--- src/rtl/assert_macros.svh ---
// Assertion helpers shared by the decoder modules.
`ifndef ASSERT_MACROS_SVH
`define ASSERT_MACROS_SVH

// Check a property on an explicit clock, disabled while reset is high.
`define TGA_ASSERT_CR(lbl, clk, rst, prop, msg) \
   lbl: assert property (@(posedge clk) disable iff (rst) (prop)) else $error(msg);

// Check a property on the module's clock and reset.
`define TGA_ASSERT(lbl, prop, msg) \
   `TGA_ASSERT_CR(lbl, clock, reset, prop, msg)

`endif

--- src/rtl/tga_pkg.sv ---
package tga_pkg;

   // Result kinds
   localparam logic [1:0] KIND_HEADER = 2'd0;
   localparam logic [1:0] KIND_PIXEL  = 2'd1;
   localparam logic [1:0] KIND_FORMAT = 2'd2;
   localparam logic [1:0] KIND_TRUNC  = 2'd3;

   // Parser phases
   localparam logic [1:0] PH_HEADER = 2'd0;
   localparam logic [1:0] PH_PIXELS = 2'd1;
   localparam logic [1:0] PH_SKIP   = 2'd2;

   // Header layout
   localparam int          HDR_FIXED_LEN = 12;
   localparam logic [4:0]  HDR_POS_WLO   = 5'd12;
   localparam logic [4:0]  HDR_POS_WHI   = 5'd13;
   localparam logic [4:0]  HDR_POS_HLO   = 5'd14;
   localparam logic [4:0]  HDR_POS_HHI   = 5'd15;
   localparam logic [4:0]  HDR_POS_DEPTH = 5'd16;
   localparam logic [4:0]  HDR_POS_LAST  = 5'd17;
   localparam logic [7:0]  WANTED_DEPTH  = 8'd32;

   // Fixed part of an uncompressed true-color header
   localparam logic [7:0] HDR_BYTES [HDR_FIXED_LEN] = '{
      8'd0, 8'd0, 8'd2, 8'd0, 8'd0, 8'd0, 8'd0, 8'd0, 8'd0, 8'd0, 8'd0, 8'd0
   };

   // Default response queue depth
   localparam int RSP_DEPTH = 8;

   // One result word
   typedef struct packed {
      logic [1:0]  kind;
      logic [15:0] image_width;
      logic [15:0] image_height;
      logic [7:0]  red;
      logic [7:0]  green;
      logic [7:0]  blue;
      logic [7:0]  alpha;
      logic        last_pixel;
   } rsp_type;

   // Results produced by one byte: count 0..2, first in slot 0
   typedef struct packed {
      logic [1:0] count;
      rsp_type    r0;
      rsp_type    r1;
   } rsp_pair_type;

endpackage

--- src/rtl/tga_parser.sv ---
`include "assert_macros.svh"

module tga_parser
   import tga_pkg::*;
(
   input  logic         clock,
   input  logic         reset,
   input  logic         byte_valid,
   input  logic [7:0]   data_byte,
   input  logic         end_of_file,
   output logic         busy,
   output rsp_pair_type results
);

   // Input register
   logic        in_valid_ff;
   logic [7:0]  in_byte_ff;
   logic        in_eof_ff;

   // Parse state
   logic [1:0]  phase_ff, phase_in;
   logic [4:0]  hdr_pos_ff, hdr_pos_in;
   logic [15:0] width_ff, width_in;
   logic [15:0] height_ff, height_in;
   logic [7:0]  depth_ff, depth_in;
   logic [31:0] remain_ff, remain_in;
   logic [1:0]  bip_ff, bip_in;
   logic [23:0] held_ff, held_in;

   logic [31:0] remain_dec;
   logic        is_last;
   logic        hdr_fail;
   rsp_type     fmt_rsp;
   rsp_type     trunc_rsp;

   assign busy = in_valid_ff;

   // Capture the incoming byte
   always_ff @(posedge clock) begin
      if (reset) begin
         in_valid_ff <= 1'b0;
      end else begin
         in_valid_ff <= byte_valid;
      end
      in_byte_ff <= data_byte;
      in_eof_ff  <= end_of_file;
   end

   // Decode one byte against the parse state
   always_comb begin
      phase_in   = phase_ff;
      hdr_pos_in = hdr_pos_ff;
      width_in   = width_ff;
      height_in  = height_ff;
      depth_in   = depth_ff;
      remain_in  = remain_ff;
      bip_in     = bip_ff;
      held_in    = held_ff;
      results    = '0;
      hdr_fail   = 1'b0;
      remain_dec = (remain_ff != 32'd0) ? remain_ff - 32'd1 : 32'd0;
      is_last    = (remain_dec == 32'd0);
      fmt_rsp      = '0;
      fmt_rsp.kind = KIND_FORMAT;
      trunc_rsp              = '0;
      trunc_rsp.kind         = KIND_TRUNC;
      trunc_rsp.image_width  = width_ff;
      trunc_rsp.image_height = height_ff;

      if (in_valid_ff) begin
         case (phase_ff)
            PH_HEADER: begin
               if (hdr_pos_ff < 5'(HDR_FIXED_LEN)) begin
                  hdr_fail = (in_byte_ff != HDR_BYTES[hdr_pos_ff[3:0]]);
               end else begin
                  case (hdr_pos_ff)
                     HDR_POS_WLO:   width_in[7:0]   = in_byte_ff;
                     HDR_POS_WHI:   width_in[15:8]  = in_byte_ff;
                     HDR_POS_HLO:   height_in[7:0]  = in_byte_ff;
                     HDR_POS_HHI:   height_in[15:8] = in_byte_ff;
                     HDR_POS_DEPTH: depth_in        = in_byte_ff;
                     default: ;
                  endcase
               end
               if (hdr_fail) begin
                  results.count = 2'd1;
                  results.r0    = fmt_rsp;
                  phase_in      = PH_SKIP;
               end else if (hdr_pos_ff >= HDR_POS_LAST) begin
                  if (width_ff == 16'd0 || height_ff == 16'd0 || depth_ff != WANTED_DEPTH) begin
                     results.count = 2'd1;
                     results.r0    = fmt_rsp;
                     phase_in      = PH_SKIP;
                  end else begin
                     results.count           = 2'd1;
                     results.r0              = '0;
                     results.r0.kind         = KIND_HEADER;
                     results.r0.image_width  = width_ff;
                     results.r0.image_height = height_ff;
                     remain_in = {16'd0, width_ff} * {16'd0, height_ff};
                     bip_in    = 2'd0;
                     held_in   = '0;
                     phase_in  = PH_PIXELS;
                     if (in_eof_ff) begin
                        results.count = 2'd2;
                        results.r1    = trunc_rsp;
                     end
                  end
               end else begin
                  hdr_pos_in = hdr_pos_ff + 5'd1;
                  if (in_eof_ff) begin
                     results.count = 2'd1;
                     results.r0    = fmt_rsp;
                  end
               end
            end
            PH_PIXELS: begin
               if (bip_ff != 2'd3) begin
                  case (bip_ff)
                     2'd0:    held_in[7:0]   = in_byte_ff;
                     2'd1:    held_in[15:8]  = in_byte_ff;
                     default: held_in[23:16] = in_byte_ff;
                  endcase
                  bip_in = bip_ff + 2'd1;
               end else begin
                  remain_in               = remain_dec;
                  results.count           = 2'd1;
                  results.r0.kind         = KIND_PIXEL;
                  results.r0.image_width  = width_ff;
                  results.r0.image_height = height_ff;
                  results.r0.red          = held_ff[23:16];
                  results.r0.green        = held_ff[15:8];
                  results.r0.blue         = held_ff[7:0];
                  results.r0.alpha        = in_byte_ff;
                  results.r0.last_pixel   = is_last;
                  bip_in  = 2'd0;
                  held_in = '0;
                  if (is_last) begin
                     phase_in = PH_SKIP;
                  end
               end
               // Truncation follows any pixel this byte finished
               if (in_eof_ff && phase_in == PH_PIXELS) begin
                  if (results.count == 2'd0) begin
                     results.count = 2'd1;
                     results.r0    = trunc_rsp;
                  end else begin
                     results.count = 2'd2;
                     results.r1    = trunc_rsp;
                  end
               end
            end
            default: ;
         endcase

         // Rearm on the end-of-file mark
         if (in_eof_ff) begin
            phase_in   = PH_HEADER;
            hdr_pos_in = '0;
            width_in   = '0;
            height_in  = '0;
            depth_in   = '0;
            remain_in  = '0;
            bip_in     = '0;
            held_in    = '0;
         end
      end
   end

   // Advance the parse state
   always_ff @(posedge clock) begin
      if (reset) begin
         phase_ff   <= PH_HEADER;
         hdr_pos_ff <= '0;
         width_ff   <= '0;
         height_ff  <= '0;
         depth_ff   <= '0;
         remain_ff  <= '0;
         bip_ff     <= '0;
         held_ff    <= '0;
      end else begin
         phase_ff   <= phase_in;
         hdr_pos_ff <= hdr_pos_in;
         width_ff   <= width_in;
         height_ff  <= height_in;
         depth_ff   <= depth_in;
         remain_ff  <= remain_in;
         bip_ff     <= bip_in;
         held_ff    <= held_in;
      end
   end

   `TGA_ASSERT(a_eof_rearms, in_valid_ff && in_eof_ff |=> phase_ff == PH_HEADER && hdr_pos_ff == 5'd0, "end of file did not rearm parser")
   `TGA_ASSERT(a_second_is_trunc, results.count == 2'd2 |-> results.r1.kind == KIND_TRUNC, "second result is not a truncation")
   `TGA_ASSERT(a_pixels_after_header, phase_ff == PH_PIXELS |-> hdr_pos_ff == HDR_POS_LAST && width_ff != 16'd0, "pixel phase without a full header")

endmodule

--- src/rtl/tga_rsp_fifo.sv ---
`include "assert_macros.svh"

module tga_rsp_fifo
   import tga_pkg::*;
#(
   parameter int DEPTH = RSP_DEPTH
)
(
   input  logic         clock,
   input  logic         reset,
   input  logic         inflight,
   input  rsp_pair_type wr_pair,
   output logic         space_ok,
   output logic         rsp_valid,
   input  logic         rsp_ready,
   output rsp_type      rsp_word
);

   localparam int PW = $clog2(DEPTH);
   localparam int CW = $clog2(DEPTH + 1);
   localparam logic [PW-1:0] PTR_LAST = PW'(DEPTH - 1);

   rsp_type        mem [DEPTH];
   logic [PW-1:0]  wr_ptr_ff, wr_ptr_in;
   logic [PW-1:0]  rd_ptr_ff, rd_ptr_in;
   logic [CW-1:0]  count_ff, count_in;
   logic [PW-1:0]  wr_ptr_nx;
   logic           pop;
   logic [CW+1:0]  need;

   function automatic logic [PW-1:0] ptr_next(input logic [PW-1:0] p);
      ptr_next = (p == PTR_LAST) ? '0 : p + PW'(1);
   endfunction

   assign rsp_valid = (count_ff != '0);
   assign rsp_word  = mem[rd_ptr_ff];
   assign pop       = rsp_valid && rsp_ready;
   assign wr_ptr_nx = ptr_next(wr_ptr_ff);

   // Room for the byte in flight and one more, two words each
   assign need     = (CW+2)'(count_ff) + (inflight ? (CW+2)'(2) : '0) + (CW+2)'(2);
   assign space_ok = (need <= (CW+2)'(DEPTH));

   // Pointer and level update
   always_comb begin
      rd_ptr_in = pop ? ptr_next(rd_ptr_ff) : rd_ptr_ff;
      case (wr_pair.count)
         2'd1:    wr_ptr_in = wr_ptr_nx;
         2'd2:    wr_ptr_in = ptr_next(wr_ptr_nx);
         default: wr_ptr_in = wr_ptr_ff;
      endcase
      count_in = count_ff + CW'(wr_pair.count) - CW'(pop);
   end

   always_ff @(posedge clock) begin
      if (reset) begin
         wr_ptr_ff <= '0;
         rd_ptr_ff <= '0;
         count_ff  <= '0;
      end else begin
         wr_ptr_ff <= wr_ptr_in;
         rd_ptr_ff <= rd_ptr_in;
         count_ff  <= count_in;
      end
   end

   // Store up to two words per cycle
   always_ff @(posedge clock) begin
      if (wr_pair.count != 2'd0) begin
         mem[wr_ptr_ff] <= wr_pair.r0;
      end
      if (wr_pair.count == 2'd2) begin
         mem[wr_ptr_nx] <= wr_pair.r1;
      end
   end

   `TGA_ASSERT(a_no_overflow, (CW+2)'(count_ff) + (CW+2)'(wr_pair.count) <= (CW+2)'(DEPTH) + (CW+2)'(pop), "response queue overflow")
   `TGA_ASSERT(a_level_bound, count_ff <= CW'(DEPTH), "response queue level out of range")

endmodule

--- src/rtl/tga_rgba_stream_decoder.sv ---
// A result word is offered once its byte has passed the input register and reached the queue.
// Throughput: one byte per cycle while req_tready is high; the output drains one word per cycle
// while rsp_tready is high. A default eight-word response queue absorbs bytes raising two words
// (header or pixel plus truncation); input stalls only when the queue cannot hold two words each
// for the byte in flight and the next one.
// Reset: synchronous, active high; rearms the parser to the header phase and empties the queue.
module tga_rgba_stream_decoder
   import tga_pkg::*;
#(
   parameter int DEPTH = RSP_DEPTH
)
(
   input  logic        clock,
   input  logic        reset,
   input  logic        req_tvalid,
   output logic        req_tready,
   input  logic [7:0]  req_tdata,   // [7:0] data_byte
   input  logic        req_tlast,
   output logic        rsp_tvalid,
   input  logic        rsp_tready,
   output logic [63:0] rsp_tdata,   // [15:0] image_width, [31:16] image_height, [39:32] red,
                                    // [47:40] green, [55:48] blue, [63:56] alpha
   output logic [1:0]  rsp_tuser,   // [1:0] kind
   output logic        rsp_tlast
);

   logic         busy;
   logic         space_ok;
   rsp_pair_type pair;
   rsp_type      word;

   assign req_tready = space_ok;

   tga_parser u_parser (
      .clock       (clock),
      .reset       (reset),
      .byte_valid  (req_tvalid && req_tready),
      .data_byte   (req_tdata),
      .end_of_file (req_tlast),
      .busy        (busy),
      .results     (pair)
   );

   tga_rsp_fifo #(
      .DEPTH (DEPTH)
   ) u_fifo (
      .clock     (clock),
      .reset     (reset),
      .inflight  (busy),
      .wr_pair   (pair),
      .space_ok  (space_ok),
      .rsp_valid (rsp_tvalid),
      .rsp_ready (rsp_tready),
      .rsp_word  (word)
   );

   // Pack the result word
   assign rsp_tdata = {word.alpha, word.blue, word.green, word.red,
                       word.image_height, word.image_width};
   assign rsp_tuser = word.kind;
   assign rsp_tlast = word.last_pixel;

endmodule
--- config.mk ---
export PLATFORM = sky130hd
export DESIGN_NAME = tga_rgba_stream_decoder
export DESIGN_NICKNAME = d
export VERILOG_FILES = /design/src/rtl/tga_pkg.sv /design/src/rtl/tga_parser.sv /design/src/rtl/tga_rsp_fifo.sv /design/src/rtl/tga_rgba_stream_decoder.sv
export VERILOG_INCLUDE_DIRS = /design/src /design/src/rtl
export SDC_FILE = /design/constraint.sdc
export NUM_CORES = 2
export LEC_CHECK = 0
export CELL_PAD_IN_SITES_DETAIL_PLACEMENT = 0
export CELL_PAD_IN_SITES_GLOBAL_PLACEMENT = 1
export CORE_UTILIZATION = 36
export DETAILED_ROUTE_END_ITERATION = 16
export DONT_BUFFER_PORTS = 1
export PLACE_DENSITY_LB_ADDON = 0.1
export SLEW_MARGIN = 10
export SYNTH_ARGS = -nofsm -noshare
export SYNTH_HDL_FRONTEND = slang
export SYNTH_SLANG_ARGS = --single-unit
--- constraint.sdc ---
create_clock -name clock -period 6.05 [get_ports clock]
set_clock_uncertainty 0.15 [all_clocks]
set_input_delay 0.3025 -clock clock [delete_from_list [all_inputs] [get_ports clock]]
set_output_delay 0.3025 -clock clock [all_outputs]
set_load 0.005 [all_outputs]
# ---- Yosys cells after proc, flatten, opt, wreduce, memory -nomap -nowiden
# Memory sizes are Yosys's and may differ from the RTL's. A register that Yosys moved wholly into a read port is not among the register bits.
# Cells that the tools add are included.
# W data, S select, Z words.
dict set report op_classes {
  muxes 83
  n_bitwise 1
  n_lt_le_gt_ge 4
  n_reduce_logical 35
  add_sub_neg 10
  n_eq_ne 27
  multipliers 1
}
# op count
set op_table {}
lappend op_table {{$mux W67} 6}
lappend op_table {{$mux W69} 5}
lappend op_table {{$mux W136} 2}
lappend op_table {{$pmux W136 S2} 1}
lappend op_table {{$mux W32} 6}
lappend op_table {{$mux W68} 2}
lappend op_table {{$mux W24} 5}
lappend op_table {{$mux W8} 13}
lappend op_table {{$mux W16} 6}
lappend op_table {{$pmux W32 S2} 1}
lappend op_table {{$pmux W24 S2} 1}
lappend op_table {{$logic_not A16 Y1} 2}
lappend op_table {{$logic_not A32 Y1} 1}
lappend op_table {{$mul A16 B16 Y32} 1}
lappend op_table {{$mux W2} 16}
lappend op_table {{$reduce_bool A32 Y1} 1}
lappend op_table {{$sub A32 B1 Y32 const B} 1}
lappend op_table {{$reduce_and A4 Y1} 6}
lappend op_table {{$reduce_and A6 Y1} 4}
lappend op_table {{$eq A5 B4 Y1 const B} 4}
lappend op_table {{$mux W5} 4}
lappend op_table {{$reduce_bool A2 Y1} 8}
lappend op_table {{$mux W3} 5}
lappend op_table {{$ne A4 B3 Y1 const B} 3}
lappend op_table {{other kinds (33)} 57}
dict set report word_totals {
  mem_count 2
  input_bits 13
  mem_bits_ro 128
  output_inout_bits 69
  reg_bits 125
  wordCells 181
  ramBits 536
}
# memory depth width rd rd_clocked_by_memory_dff wr line
set memory_table {}
lappend memory_table {u_fifo.mem 8 67 1 1 2 tga_rsp_fifo.sv:23} ;# rsp_type mem [DEPTH];
lappend memory_table {{(name not given)} 16 8 1 0 0 tga_parser.sv:74} ;# hdr_fail = (in_byte_ff != HDR_BYTES[hdr_pos_ff[3:0]]);

# ---- Depth between registers and ports, before layout
dict set report logic_depth {
  word_depth 15
  ltp_mapped 25
  ltp_nobuf 22
}

# ---- By module
# Synthesis repeated with hierarchy kept, for this count alone.
dict set report unflattened {
  cells_unflattened 3333
  area_unflattened_um2 42706.0
}
# module area_per_inst_um2 seq_area_each_um2 cells_per_inst instances
set modules_own_cells {}
lappend modules_own_cells {tga_rsp_fifo 27530.2 16355.7 1488 1}
lappend modules_own_cells {tga_parser 15169.5 2302.2 1844 1}
lappend modules_own_cells {tga_rgba_stream_decoder 6.3 0.0 1 1}

# ---- Worst setup path before layout
# Ideal clock, no wire load.
dict set report synth_timing {
  path_type {register to register}
  start {reg u_parser.width_ff[12]}
  end {reg u_parser.remain_ff[28]}
  period_less_slack_ns 6.186
  path_slack_ns -0.136
  path_buffers 1
  t_arrival_ns 5.900
  setup_time_ns 0.136
  required_ns 5.764
  path_stages_with_launch 22
  cell_sequence {dfxtp_1 clkbuf_1 nand2_1 fa_1 fa_1 fa_1 inv_1 fa_1 fa_1 inv_1 fa_1 inv_1 ha_1 a21oi_1 a31oi_1 a31o_2 a221oi_1 o21ai_0 a21oi_1 nor2b_1 xor2_1 o221ai_1}
}
dict set report synth_via {
  elab_chain_cells 6
  word_cells_on_any_way 11
  cone_classes {mul: 1; eq/ne: 1; mux: 5; reduce/logical: 4}
}
# item line
set synth_lines {}
lappend synth_lines {{start, declared} tga_parser.sv:23} ;# logic [15:0] width_ff, width_in;
lappend synth_lines {{start signal, assigned} tga_parser.sv:184} ;# width_ff <= width_in;
lappend synth_lines {{$mul A16 B16 Y32} tga_parser.sv:100} ;# remain_in = {16'd0, width_ff} * {16'd0, height_ff};
lappend synth_lines {{$mux W32} tga_parser.sv:90} ;# if (width_ff == 16'd0 || height_ff == 16'd0 || depth_ff != WANTED_DEPTH) begin
lappend synth_lines {{$mux W32} tga_parser.sv:89} ;# end else if (hdr_pos_ff >= HDR_POS_LAST) begin
lappend synth_lines {{$mux W32} tga_parser.sv:85} ;# if (hdr_fail) begin
lappend synth_lines {{$pmux W32 S2} tga_parser.sv:71} ;# case (phase_ff)
lappend synth_lines {{$mux W32} tga_parser.sv:157} ;# if (in_eof_ff) begin
lappend synth_lines {{end signal, assigned} tga_parser.sv:187} ;# remain_ff <= remain_in;
lappend synth_lines {{end, declared} tga_parser.sv:26} ;# logic [31:0] remain_ff, remain_in;
# Several ways; a longest one is shown, not always the timed one. The select of a mux whose other input is x is not followed.
# A chain may end at the register's enable or synchronous reset.

# ---- Worst setup path after layout
dict set report layout_timing {
  start {reg u_parser.height_ff[6]}
  end {reg u_parser.remain_ff[25]}
}
dict set report layout_via {
  elab_chain_cells 6
  word_cells_on_any_way 11
  cone_classes {mul: 1; eq/ne: 1; mux: 5; reduce/logical: 4}
}
# item line
set layout_lines {}
lappend layout_lines {{start, declared} tga_parser.sv:24} ;# logic [15:0] height_ff, height_in;
lappend layout_lines {{start signal, assigned} tga_parser.sv:185} ;# height_ff <= height_in;
lappend layout_lines {{$mul A16 B16 Y32} tga_parser.sv:100}
lappend layout_lines {{$mux W32} tga_parser.sv:90}
lappend layout_lines {{$mux W32} tga_parser.sv:89}
lappend layout_lines {{$mux W32} tga_parser.sv:85}
lappend layout_lines {{$pmux W32 S2} tga_parser.sv:71}
lappend layout_lines {{$mux W32} tga_parser.sv:157}
# Several ways; a longest one is shown, not always the timed one. The select of a mux whose other input is x is not followed.

==> flow_metrics.env <==
export IMPL_overflow=0
export IMPL_mostFrequentLayoutCells="440 x nand2_1, 380 x and2_1, 362 x dfxtp_1"
export IMPL_grtUsageTotal_pct=22.1
export IMPL_setup_violations=0
export IMPL_slew_viol_final=0
export IMPL_setup_ws_ns=0.0539
export IMPL_coreArea_sq_um=104000
export IMPL_maxSlewHeadroom_pct=28.9
export IMPL_dieArea_sq_um=107000
export IMPL_clkSinkCount=664
export IMPL_first_pass_iters=5
export IMPL_start_util_pct=36.5
export IMPL_rsz0062_at_grt="yes"
export IMPL_wl_per_cell_microns=22.8
export IMPL_io_buffers=0
export IMPL_worstSetupEndpointType="flip-flop"
export IMPL_synthArstFlopShare_pct=0
export IMPL_min_period_ns=6.00
export IMPL_syn_num_nets=3955
export IMPL_status="completed"
export IMPL_drtAntennaViolNets=0
export IMPL_setup_worst_path_start_class="flip-flop"
export IMPL_stdcell_area_sq_um=43700
export IMPL_hold_violations=0
export IMPL_die_h_microns=326
export IMPL_area_growth_pct=15.4
export IMPL_worst_pin_slew_ns=1.07
export IMPL_seq_power_share_pct=44.7
export IMPL_hold_worst_slack_ns=0.0575
export IMPL_clockBufferDepth=3
export IMPL_avgSynthCellArea_sq_um=10.5
export IMPL_p_comb_share_pct=11.1
export IMPL_drive_gt1_share_pct=18.5
export IMPL_grt_pass1_wl_microns=180000
export IMPL_synth_edf_count=272
export IMPL_synthFlopType="dfxtp_1"
export IMPL_multi_input_area_sq_um=19900
export IMPL_post_route_util_pct=42.1
export IMPL_final_common_cell="nand2_1"
export IMPL_preCtsSetupSlack_ns=-0.147
export IMPL_grt_pass1_vias=28700
export IMPL_viasPerCell=5.31
export IMPL_wirelength_microns=117000
export IMPL_antenna_found_initial=1
export IMPL_synth_cell_types=90
export IMPL_place_congestion=0.830
export IMPL_ys_seq_area_share_pct=42.3
export IMPL_htreeDepth=3
export IMPL_grt_max_degree=128
export IMPL_crit_fanout=9
export IMPL_cts_tree="yes"
export IMPL_internal_power_mw=8.11
export IMPL_worstPathArrival_ns=6.36
export IMPL_dpl_instance_area_sq_um=40700
export IMPL_final_period_utilization_pct=99.1
export IMPL_max_freq_mhz=167
export IMPL_ioPinCount=82
export IMPL_synth_cells=3613
export IMPL_ys_ff_latch=664
export IMPL_rows=118
export IMPL_swShare_pct=24.6
export IMPL_p_clk_share_pct=44.2
export IMPL_cts_reportedPaths_clkPinSlew_ns=0.06
export IMPL_dpl_hpwl_microns=77100
export IMPL_switching_power_mw=2.65
export IMPL_syn_area_sq_um=37900
export IMPL_synth_warnings=0
export IMPL_fillers=9947
export IMPL_crit_type="flip-flop to flip-flop"
export IMPL_first_iter_violations=1858
export IMPL_num_vias=27300
export IMPL_die_x_microns=326
export IMPL_drv_cap=0
export IMPL_nNetsFinal=4039
export IMPL_regArea_sq_um=16100
export IMPL_clk_latency_ns=0.64
export IMPL_required_ns=6.41
export IMPL_ir_drop_uv=218
export IMPL_drc=0
export IMPL_clockRootBuffer="clkbuf_16"
export IMPL_n_antenna_cell=0
export IMPL_power_density_nw_per_um2=246
export IMPL_p_leak_nw=16.5
export IMPL_min_path_type="input pin to flip-flop"
export IMPL_cts_inserted_buffers=78
through the flow:
step / cells / TNS (ns) / power [mW]
floorplan: 3613 / 0 / 5.70
global placement: 4977 / -4.80 / 6.10
detailed placement: 4977 / -7.22 / 6.11
CTS: 5129 / 0 / 10.9
global route: 5133 / -1.03 / 11.2
finish: 5133 / 0 / 10.8
power groups by stage:
stage                     Combinational [mW]  Clock, mW  Sequential [mW]
after floorplan                        0.851          0             4.85
after global placement                  1.19          0             4.91
after detailed placement                1.20          0             4.91
after CTS                               1.23       4.87             4.82
after global routing                    1.29       5.05             4.82
final                                   1.19       4.75             4.81
synth_stat cells, drive strengths merged (46+ instances only):
cell,count,area (sq um)
ha,134,1680
fa,195,3900
and2,391,2470
dfxtp,392,7850
edfxtp,272,8170
inv,254,953
nand2,444,1670
a22oi,55,413
mux2,67,754
nor2,248,933
nand3,49,245
clkbuf,214,877
o21ai,263,1320
buf,46,369
mux4,134,3020
a21oi,131,659
cell families (layout without fill, tap and decap cells):
| family | count (synthesis) | in the layout | share of synthesized area, % |
|---|---|---|---|
| buffers and inverters | 515 | 655 | 5.83 |
| adders and majority gates | 329 | 329 | 14.7 |
| xor gates and xnor gates | 41 | 41 | 0.948 |
| and+or+nand+nor | 1292 | 1292 | 17.0 |
| muxes | 204 | 204 | 10.0 |
| AOI/OAI and AO/OA | 568 | 568 | 9.24 |
| DFF | 664 | 664 | 42.3 |
final cells by class:
| type | count | area share (%) |
|---|---|---|
| Clock inverter | 24 | 0.664 |
| Clock buffer | 112 | 5.23 |
| Multi-Input combinational cell | 2434 | 45.5 |
| Inverter | 254 | 2.20 |
| Sequential cell | 664 | 36.8 |
| Timing Repair Buffer | 265 | 5.74 |
| Tap cell | 1380 | 3.95 |
critical path: stages, from the launching register on:
cell,delay [ns]
dfxtp_2,0.35
buf_6,0.16
and2_1,0.17
fa_1,0.49
inv_2,0.04
fa_1,0.48
inv_2,0.04
fa_1,0.55
fa_1,0.47
fa_1,0.58
inv_2,0.04
fa_1,0.49
inv_2,0.05
ha_4,0.21
and4_4,0.18
a221o_1,0.30
a31oi_2,0.17
o211ai_1,0.18
a31oi_1,0.20
o21bai_1,0.09
xnor2_1,0.18
nor2_1,0.06
a211o_1,0.23
what timing repair did:
action	in CTS	in global routing
hold buffers	14	0
buffers inserted	2	4
pin swaps	16	34
endpoints found under the setup margin	133	209
hold endpoints to repair	101	0
resized for setup	30	59
flip-flops by register name (all words and copies together) (netlist names), named ones only:
name / flops
u_fifo.count_ff: 4
u_fifo.mem: 536
u_fifo.rd_ptr_ff: 3
u_fifo.wr_ptr_ff: 3
u_parser.bip_ff: 2
u_parser.busy: 1
u_parser.depth_ff: 8
u_parser.hdr_pos_ff: 5
u_parser.height_ff: 16
u_parser.held_ff: 24
u_parser.in_byte_ff: 8
u_parser.in_eof_ff: 1
u_parser.phase_ff: 2
u_parser.remain_ff: 32
u_parser.width_ff: 16
metal layers:
layer	up-vias	global-route usage [%]	share of wire (%)
li1	12500	-	-
met1	14000	29.9	45
met2	657	37.7	49
met3	135	3.08	4.6
met4	0	4.80	1.7
met5	-	0	0
path summary, 6_finish.rpt:
check,from,to,slack [ns],cells past startpoint
hold / removal,req_tdata[1],u_parser.in_byte_ff[1],0.06,1
setup reg to reg,u_parser.height_ff[6],u_parser.remain_ff[25],0.05,22
setup / recovery,u_parser.height_ff[6],u_parser.remain_ff[25],0.05,22
hold reg to reg,u_fifo.mem[1][18],u_fifo.mem[1][18],0.30,2
(Power assumes the default switching activity.)
